File: src/rtl/asa_pkg.sv
package asa_pkg;

    // Sizing of the row table and the atlas
    localparam int MAX_ROWS     = 64;
    localparam int INITIAL_SIDE = 128;
    localparam int MAX_SIDE     = 4096;
    localparam int FIRST_TOP    = 3;

    localparam int ROW_IDX_W = $clog2(MAX_ROWS);
    localparam int ROW_CNT_W = $clog2(MAX_ROWS + 1);

    // Field widths
    localparam int COORD_W  = 12;
    localparam int SIDE_W   = 13;
    localparam int STATUS_W = 2;

    // floor(h / 10) as (h * 3277) >> 15, exact for h below 16384
    localparam int TENTH_MUL   = 3277;
    localparam int TENTH_SHIFT = 15;
    localparam int PROD_W      = 2 * COORD_W;

    // Ratio test: 10 * h >= 7 * row_height
    localparam int RATIO_NUM = 7;
    localparam int RATIO_DEN = 10;
    localparam int RATIO_W   = SIDE_W + 4;

    typedef enum logic [STATUS_W-1:0] {
        ST_EXISTING = 2'd0,
        ST_NEW_ROW  = 2'd1,
        ST_FAIL     = 2'd2
    } place_status_t;

    typedef enum logic [2:0] {
        S_IDLE,
        S_SCAN,
        S_DECIDE,
        S_GROW,
        S_COMMIT
    } state_t;

    // Commands from controller to datapath
    typedef struct packed {
        logic load;       // request beat accepted
        logic scan;       // walk the row table
        logic apply_hit;  // place in the chosen existing row
        logic grow_init;  // start side search from current side
        logic grow_step;  // double the trial side
        logic commit;     // open new row or report failure
    } ctrl_cmd_t;

    // Status from datapath to controller
    typedef struct packed {
        logic scan_done;
        logic found;
        logic out_free;
        logic grow_more;
    } dp_status_t;

endpackage

File: src/rtl/asa_ctrl.sv
module asa_ctrl
    import asa_pkg::*;
(
    input  logic       clk,
    input  logic       rst_n,
    input  logic       in_valid,
    output logic       in_ready,
    input  dp_status_t status,
    output ctrl_cmd_t  cmd
);

    state_t state_reg;
    state_t state_next;

    // State register
    always_ff @(posedge clk or negedge rst_n)
    begin
        if (!rst_n)
        begin
            state_reg <= S_IDLE;
        end
        else
        begin
            state_reg <= state_next;
        end
    end

    // Next state
    always_comb
    begin
        state_next = state_reg;
        unique case (state_reg)
            S_IDLE:
            begin
                if (in_valid)
                begin
                    state_next = S_SCAN;
                end
            end
            S_SCAN:
            begin
                if (status.scan_done)
                begin
                    state_next = S_DECIDE;
                end
            end
            S_DECIDE:
            begin
                if (status.out_free)
                begin
                    state_next = status.found ? S_IDLE : S_GROW;
                end
            end
            S_GROW:
            begin
                if (!status.grow_more)
                begin
                    state_next = S_COMMIT;
                end
            end
            S_COMMIT:
            begin
                state_next = S_IDLE;
            end
            default:
            begin
                state_next = S_IDLE;
            end
        endcase
    end

    // Outputs
    always_comb
    begin
        cmd      = '0;
        in_ready = 1'b0;
        unique case (state_reg)
            S_IDLE:
            begin
                in_ready = 1'b1;
                cmd.load = in_valid;
            end
            S_SCAN:
            begin
                cmd.scan = 1'b1;
            end
            S_DECIDE:
            begin
                cmd.apply_hit = status.out_free && status.found;
                cmd.grow_init = status.out_free && !status.found;
            end
            S_GROW:
            begin
                cmd.grow_step = status.grow_more;
            end
            S_COMMIT:
            begin
                cmd.commit = 1'b1;
            end
            default:
            begin
                cmd = '0;
            end
        endcase
    end

endmodule

File: src/rtl/asa_dp.sv
module asa_dp
    import asa_pkg::*;
(
    input  logic                clk,
    input  logic                rst_n,
    input  ctrl_cmd_t           cmd,
    output dp_status_t          status,
    input  logic [COORD_W-1:0]  rect_width,
    input  logic [COORD_W-1:0]  rect_height,
    output logic                out_valid,
    input  logic                out_ready,
    output logic [COORD_W-1:0]  place_left,
    output logic [COORD_W-1:0]  place_top,
    output logic [SIDE_W-1:0]   atlas_side,
    output logic                side_grew,
    output logic [STATUS_W-1:0] place_status
);

    localparam logic [SIDE_W:0] MAX_SIDE_X = (SIDE_W+1)'(MAX_SIDE);

    // Row table memories
    logic [COORD_W-1:0] top_mem  [MAX_ROWS];
    logic [SIDE_W-1:0]  high_mem [MAX_ROWS];
    logic [SIDE_W-1:0]  fill_mem [MAX_ROWS];

    // Control state
    logic [ROW_CNT_W-1:0] row_cnt_reg;
    logic [SIDE_W-1:0]    next_top_reg;
    logic [SIDE_W-1:0]    side_reg;
    logic [ROW_CNT_W-1:0] scan_idx_reg;
    logic                 rd_valid_reg;
    logic                 found_reg;
    logic                 out_valid_reg;

    // Request payload
    logic [COORD_W-1:0] w_reg;
    logic [COORD_W-1:0] h_reg;
    logic [SIDE_W-1:0]  row_h_reg;
    logic [SIDE_W:0]    side_work_reg;

    // Read stage
    logic [ROW_IDX_W-1:0] rd_idx_reg;
    logic [COORD_W-1:0]   rd_top_reg;
    logic [SIDE_W-1:0]    rd_high_reg;
    logic [SIDE_W-1:0]    rd_fill_reg;

    // Best row so far
    logic [ROW_IDX_W-1:0] best_idx_reg;
    logic [COORD_W-1:0]   best_top_reg;
    logic [SIDE_W-1:0]    best_high_reg;
    logic [SIDE_W-1:0]    best_fill_reg;

    // Output registers
    logic [COORD_W-1:0]  left_reg;
    logic [COORD_W-1:0]  top_out_reg;
    logic [SIDE_W-1:0]   side_out_reg;
    logic                grew_reg;
    place_status_t       status_reg;

    logic                 issue;
    logic                 eligible;
    logic [SIDE_W-1:0]    room;
    logic [RATIO_W-1:0]   h_scaled;
    logic [RATIO_W-1:0]   rh_scaled;
    logic [PROD_W-1:0]    tenth_prod;
    logic [SIDE_W-1:0]    row_h_next;
    logic [SIDE_W:0]      new_bottom;
    logic                 commit_fail;
    logic                 fill_we;
    logic [ROW_IDX_W-1:0] fill_addr;
    logic [SIDE_W-1:0]    fill_wdata;
    logic                 row_we;

    // Scan issue: one row read per cycle
    assign issue = cmd.scan && (scan_idx_reg != row_cnt_reg);

    // Row height of a new row: h + floor(h / 10)
    assign tenth_prod = PROD_W'(h_reg) * PROD_W'(TENTH_MUL);
    assign row_h_next = SIDE_W'(h_reg) + SIDE_W'(tenth_prod[PROD_W-1:TENTH_SHIFT]);

    // Eligibility of the row just read
    assign room      = (rd_fill_reg > side_reg) ? '0 : side_reg - rd_fill_reg;
    assign h_scaled  = RATIO_W'(h_reg) * RATIO_W'(RATIO_DEN);
    assign rh_scaled = RATIO_W'(rd_high_reg) * RATIO_W'(RATIO_NUM);
    assign eligible  = (h_scaled >= rh_scaled)
                    && (SIDE_W'(h_reg) <= rd_high_reg)
                    && (SIDE_W'(w_reg) <= room);

    // Side search and commit checks
    assign new_bottom  = (SIDE_W+1)'(next_top_reg) + (SIDE_W+1)'(row_h_reg);
    assign commit_fail = (row_cnt_reg >= ROW_CNT_W'(MAX_ROWS)) || (side_work_reg > MAX_SIDE_X);

    assign status.grow_more = (side_work_reg <= MAX_SIDE_X)
                           && ((new_bottom >= side_work_reg)
                               || ((SIDE_W+1)'(w_reg) >= side_work_reg));
    assign status.scan_done = (scan_idx_reg == row_cnt_reg) && !rd_valid_reg;
    assign status.found     = found_reg;
    assign status.out_free  = !out_valid_reg || out_ready;

    // Memory write selection
    assign row_we = cmd.commit && !commit_fail;
    always_comb
    begin
        fill_we    = 1'b0;
        fill_addr  = best_idx_reg;
        fill_wdata = best_fill_reg + SIDE_W'(w_reg);
        if (cmd.apply_hit)
        begin
            fill_we = 1'b1;
        end
        else if (row_we)
        begin
            fill_we    = 1'b1;
            fill_addr  = row_cnt_reg[ROW_IDX_W-1:0];
            fill_wdata = SIDE_W'(w_reg);
        end
    end

    // Row memories: one write and one registered read per cycle
    always_ff @(posedge clk)
    begin
        if (fill_we)
        begin
            fill_mem[fill_addr] <= fill_wdata;
        end
        if (row_we)
        begin
            top_mem[row_cnt_reg[ROW_IDX_W-1:0]]  <= next_top_reg[COORD_W-1:0];
            high_mem[row_cnt_reg[ROW_IDX_W-1:0]] <= row_h_reg;
        end
        if (issue)
        begin
            rd_top_reg  <= top_mem[scan_idx_reg[ROW_IDX_W-1:0]];
            rd_high_reg <= high_mem[scan_idx_reg[ROW_IDX_W-1:0]];
            rd_fill_reg <= fill_mem[scan_idx_reg[ROW_IDX_W-1:0]];
            rd_idx_reg  <= scan_idx_reg[ROW_IDX_W-1:0];
        end
    end

    // Control state
    always_ff @(posedge clk or negedge rst_n)
    begin
        if (!rst_n)
        begin
            row_cnt_reg   <= '0;
            next_top_reg  <= SIDE_W'(FIRST_TOP);
            side_reg      <= SIDE_W'(INITIAL_SIDE);
            scan_idx_reg  <= '0;
            rd_valid_reg  <= 1'b0;
            found_reg     <= 1'b0;
            out_valid_reg <= 1'b0;
        end
        else
        begin
            rd_valid_reg <= issue;
            if (cmd.load)
            begin
                scan_idx_reg <= '0;
                found_reg    <= 1'b0;
            end
            else if (issue)
            begin
                scan_idx_reg <= scan_idx_reg + 1'b1;
            end
            if (rd_valid_reg && eligible)
            begin
                found_reg <= 1'b1;
            end
            if (row_we)
            begin
                row_cnt_reg  <= row_cnt_reg + 1'b1;
                next_top_reg <= new_bottom[SIDE_W-1:0];
                side_reg     <= side_work_reg[SIDE_W-1:0];
            end
            if (cmd.apply_hit || cmd.commit)
            begin
                out_valid_reg <= 1'b1;
            end
            else if (out_ready)
            begin
                out_valid_reg <= 1'b0;
            end
        end
    end

    // Request payload, best-row tracking and result beat
    always_ff @(posedge clk)
    begin
        if (cmd.load)
        begin
            w_reg <= rect_width;
            h_reg <= rect_height;
        end
        if (cmd.scan)
        begin
            row_h_reg <= row_h_next;
        end
        if (rd_valid_reg && eligible && (!found_reg || rd_high_reg <= best_high_reg))
        begin
            best_idx_reg  <= rd_idx_reg;
            best_top_reg  <= rd_top_reg;
            best_high_reg <= rd_high_reg;
            best_fill_reg <= rd_fill_reg;
        end
        if (cmd.grow_init)
        begin
            side_work_reg <= (SIDE_W+1)'(side_reg);
        end
        else if (cmd.grow_step)
        begin
            side_work_reg <= side_work_reg << 1;
        end
        if (cmd.apply_hit)
        begin
            left_reg     <= best_fill_reg[COORD_W-1:0];
            top_out_reg  <= best_top_reg;
            side_out_reg <= side_reg;
            grew_reg     <= 1'b0;
            status_reg   <= ST_EXISTING;
        end
        else if (cmd.commit)
        begin
            left_reg <= '0;
            if (commit_fail)
            begin
                top_out_reg  <= '0;
                side_out_reg <= side_reg;
                grew_reg     <= 1'b0;
                status_reg   <= ST_FAIL;
            end
            else
            begin
                top_out_reg  <= next_top_reg[COORD_W-1:0];
                side_out_reg <= side_work_reg[SIDE_W-1:0];
                grew_reg     <= (side_work_reg[SIDE_W-1:0] != side_reg);
                status_reg   <= ST_NEW_ROW;
            end
        end
    end

    assign out_valid    = out_valid_reg;
    assign place_left   = left_reg;
    assign place_top    = top_out_reg;
    assign atlas_side   = side_out_reg;
    assign side_grew    = grew_reg;
    assign place_status = status_reg;

    // A new result never overwrites one still waiting
    assert property (@(posedge clk) disable iff (!rst_n)
        (cmd.apply_hit || cmd.commit) |-> (!out_valid_reg || out_ready))
        else $error("result loaded over a pending beat");

    // The atlas side is always a power of two
    assert property (@(posedge clk) disable iff (!rst_n) $onehot(side_reg))
        else $error("atlas side not a power of two");

    // The row table never holds more than its capacity
    assert property (@(posedge clk) disable iff (!rst_n)
        row_cnt_reg <= ROW_CNT_W'(MAX_ROWS))
        else $error("row count beyond capacity");

    // Opening a row adds exactly one row
    assert property (@(posedge clk) disable iff (!rst_n)
        row_we |=> (row_cnt_reg == $past(row_cnt_reg) + 1'b1))
        else $error("row count not advanced on new row");

endmodule

File: src/rtl/atlas_shelf_allocator_top.sv
// Shelf allocator for a square texture atlas. Each request beat (rect_width,
// rect_height) gets one result beat: the placement (place_left, place_top),
// the atlas side after the request, whether the side grew, and a status
// (0 placed in an existing row, 1 new row opened, 2 no room). The row
// table lives in memories with a registered read and is read one row
// per cycle, and the side search doubles the side once per cycle (at
// most six steps). Row memories need no clearing after reset; the block
// takes a request right away. A result may wait at the output while the
// next request is accepted and scanned.
module atlas_shelf_allocator_top
    import asa_pkg::*;
(
    input  logic                clk,
    input  logic                rst_n,
    input  logic                in_valid,
    output logic                in_ready,
    input  logic [COORD_W-1:0]  rect_width,
    input  logic [COORD_W-1:0]  rect_height,
    output logic                out_valid,
    input  logic                out_ready,
    output logic [COORD_W-1:0]  place_left,
    output logic [COORD_W-1:0]  place_top,
    output logic [SIDE_W-1:0]   atlas_side,
    output logic                side_grew,
    output logic [STATUS_W-1:0] place_status
);

    ctrl_cmd_t  cmd;
    dp_status_t status;

    // Sequencer
    asa_ctrl u_ctrl (
        .clk      (clk),
        .rst_n    (rst_n),
        .in_valid (in_valid),
        .in_ready (in_ready),
        .status   (status),
        .cmd      (cmd)
    );

    // Row table, scan and placement
    asa_dp u_dp (
        .clk          (clk),
        .rst_n        (rst_n),
        .cmd          (cmd),
        .status       (status),
        .rect_width   (rect_width),
        .rect_height  (rect_height),
        .out_valid    (out_valid),
        .out_ready    (out_ready),
        .place_left   (place_left),
        .place_top    (place_top),
        .atlas_side   (atlas_side),
        .side_grew    (side_grew),
        .place_status (place_status)
    );

endmodule
File: config.mk
export PLATFORM = sky130hd
export DESIGN_NAME = atlas_shelf_allocator_top
export DESIGN_NICKNAME = d
export VERILOG_FILES = /design/src/rtl/asa_pkg.sv /design/src/rtl/asa_ctrl.sv /design/src/rtl/asa_dp.sv /design/src/rtl/atlas_shelf_allocator_top.sv
export SDC_FILE = /design/constraint.sdc
export NUM_CORES = 2
export LEC_CHECK = 0
export ABC_AREA = 1
export BUFFER_PORTS_ARGS = -buffer_cell sky130_fd_sc_hd__buf_2
export CORE_UTILIZATION = 25
export CTS_CLUSTER_SIZE = 28
export DETAILED_ROUTE_END_ITERATION = 12
export GPL_TIMING_DRIVEN = 0
export SYNTH_ARGS = -nofsm -noshare
export SYNTH_HDL_FRONTEND = slang
export SYNTH_SLANG_ARGS = --single-unit
File: constraint.sdc
create_clock -name clk -period 13.74 [get_ports clk]
set_clock_uncertainty 0.05 [all_clocks]
set_input_delay 2.748 -clock clk [delete_from_list [all_inputs] [get_ports clk]]
set_output_delay 2.748 -clock clk [all_outputs]
set_load 0.01 [all_outputs]
==> impl_metrics.json <==
{
  "synth_area_mm2": 0.112,
  "chipHeight_um": 672,
  "synthXorXnorAreaFrac": 0.00609,
  "cts_setup_buffers": 0,
  "drtAntennaViolNets": 0,
  "routedWlPerCell_um": 35.9,
  "slew_violations": 255,
  "wl_um": 568000,
  "maxCapViolCount": 29,
  "min_period_ns": 6.34,
  "area_growth_pct": 20.1,
  "grt_util_all_layers": 0.242,
  "maxSlewHeadroom": -0.136,
  "clk_latency_ns": 0.96,
  "ctsResizeCount": 0,
  "syn_nets": 9374,
  "die_w_um": 672,
  "clk_path_buf_depth": 4,
  "hold_viol_final": 0,
  "grt_max_degree": 68,
  "num_vias": 87200,
  "clock-sinks": 2657,
  "io_buffer_count": 69,
  "final_cell_mix": "2607 x edfxtp_1, 1573 x nor2_1, 1287 x o21ai_0",
  "synth_area_leaders": "edfxtp_1 70%, o21ai_0 5.8%, nor2_1 5.7%, ha_1 2.6%, nand2_1 2.5%",
  "remaining_drc_errors": 0,
  "fin_total_pwr_mw": 34.5,
  "drt-initial-drc-count": 16500,
  "worstSetupStartpointType": "register",
  "synth_top_family_by_area": "compound AO/OA/AOI/OAI gates",
  "fillers": 44900,
  "cts_hold_buffers": 0,
  "boundaryPins": 70,
  "gp_congestion": 1.06,
  "worstMarginPinSlew_ns": 1.70,
  "yosysSeqAreaShare": 0.708,
  "cts-root-buf": "clkbuf_16",
  "drive_gt1_frac": 0.116,
  "fmax_ghz": 0.158,
  "synthAdderAreaFrac": 0.0357,
  "hold_slack_ns": 0.351,
  "final_nets": 9958,
  "synth_top_cell_by_area": "edfxtp_1",
  "rows": 245,
  "synth_compound_area_frac": 0.111,
  "hp-class": "register to register",
  "period_share": 0.461,
  "die_area_mm2": 0.452,
  "routed_via_density": 5.51,
  "irDropWorstVdd_uv": 345,
  "setup_violations": 0,
  "tns_ns": 0,
  "synth.distinct_cells": 54,
  "syn_inst": 9059,
  "ys_ff_latch": 2657,
  "synth_enable_flop_cells": 2607,
  "crit_path_end_kind": "register",
  "yosys_warnings": 0,
  "outcome": "complete, but fails checks",
  "path_class": "register to register",
  "synthArstFlopShare": 0.0173,
  "worstPathMaxFanout": 10,
  "drt-pass1-iter-count": 7,
  "final_common_cell": "edfxtp_1",
  "cts_buffers": 292,
  "instances_no_fill": 15800,
  "grt_pass1_vias": 77300,
  "grt_overflow": 0,
  "cts.clk_slew.worst_paths_ns": 0.06,
  "crit_arrival_ns": 6.67,
  "rsz0062_at_grt": "false",
  "synth_top_cell_area_share": 0.697,
  "antenna_found_initial": 93,
  "critPathRequiredTime_ns": 14.07,
  "synth_simple_gate_area_frac": 0.105,
  "p_leak_nw": 45.1,
  "core-area_mm2": 0.446,
  "hpwl_um": 415000,
  "violations": "max-capacitance violations, max-slew violations",
  "grt_pass1_wl_um": 731000,
  "cts_tree": "done",
  "muxShareOfSynthArea": 0,
  "start_util": 0.252,
  "yosys_most_used_dff": "edfxtp_1",
  "htreeDepth": 5,
  "place_inst": 15300,
  "avgSynthCellArea_um2": 12.4,
  "powerDensity_mw_per_mm2": 256
}
synth_stat cells (51+ instances only):
master    count
a21oi_1     188
xor2_1       51
o211ai_1    261
o21ai_0    1295
o21ai_1      64
buf_2       187
o22ai_1     316
nand2_1     751
clkbuf_1    286
inv_1       335
nor2_1     1699
nand3_1     378
ha_1        232
edfxtp_1   2607
fa_1         55
stage by stage:
| stage | util | worst slack (ns) | area [um^2] |
|---|---|---|---|
| final | 0.302 | 7.40 | 135000 |
| after global routing | 0.302 | 7.09 | 135000 |
| after CTS | 0.302 | 7.51 | 135000 |
| after detailed placement | 0.282 | 7.20 | 126000 |
| after global placement | 0.269 | 0.613 | 120000 |
| after floorplan | - | 8.25 | 112000 |
worst paths after layout:
| check | slack, ns | cells past startpoint | to | from |
|---|---|---|---|---|
| min | 0.35 | 0 | u_dp.best_top_reg[9]$_DFFE_PP_ | u_dp.rd_top_reg[9]$_DFFE_PP_ |
| max in group asynchronous | 11.15 | 1 | u_dp.next_top_reg[9]$_DFFE_PN0P_ | rst_n |
| max reg2reg | 7.40 | 9 | u_dp.rd_top_reg[6]$_DFFE_PP_ | u_dp.scan_idx_reg[2]$_DFFE_PN0P_ |
| min reg2reg | 0.35 | 0 | u_dp.best_top_reg[9]$_DFFE_PP_ | u_dp.rd_top_reg[9]$_DFFE_PP_ |
| min in group asynchronous | 1.86 | 1 | u_dp.next_top_reg[10]$_DFFE_PN0P_ | rst_n |
| max | 7.40 | 9 | u_dp.rd_top_reg[6]$_DFFE_PP_ | u_dp.scan_idx_reg[2]$_DFFE_PN0P_ |
logic make-up (layout without fill, tap and decap cells):
group                    count (synthesis)  after routing
adder cells (fa/ha/maj)                287            287
flip-flops                            2657           2657
AND/OR/NAND/NOR                       2937           2937
other                                    0             49
AO/OA/AOI/OAI                         2214           2214
buffers and inverters                  886           1685
XOR/XNOR                                78             78
power breakdown:
part	internal (mW)	total (mW)	switching [mW]
Clock	4.29	7.70	3.41
Combinational	4.07	15.7	11.7
Sequential	10.5	11.1	0.557
Total	18.9	34.5	15.6
per-layer routing:
metal,vias up,global-route usage,share of wire
li1,34300,-,-
met1,43600,0.303,0.36
met2,7601,0.334,0.39
met3,1705,0.101,0.15
met4,50,0.173,0.090
met5,-,0.00181,0.00077
critical path, stage by stage (launching register included):
cell and delay [ns]:
dfrtp_1 0.37, buf_2 0.33, inv_1 0.61, clkbuf_1 0.91, clkbuf_1 0.97, o211ai_1 0.44, nand3_1 0.63, nand4_1 0.33
nand3_1 0.48, nand3_1 0.68
final cells by class:
type / instances / area, um^2 / share of cell area
inverter: 353 / 1330 / 0.00985
multi-input combinational: 5516 / 29800 / 0.221
clock buffer: 358 / 7690 / 0.0571
tap: 5928 / 7420 / 0.0550
timing repair buffer: 290 / 5060 / 0.0375
antenna: 49 / 123 / 0.000910
clock inverter: 151 / 1310 / 0.00970
buffer: 533 / 2490 / 0.0185
sequential: 2657 / 79600 / 0.590
No activity file was read; power rests on OpenSTA's default activity.
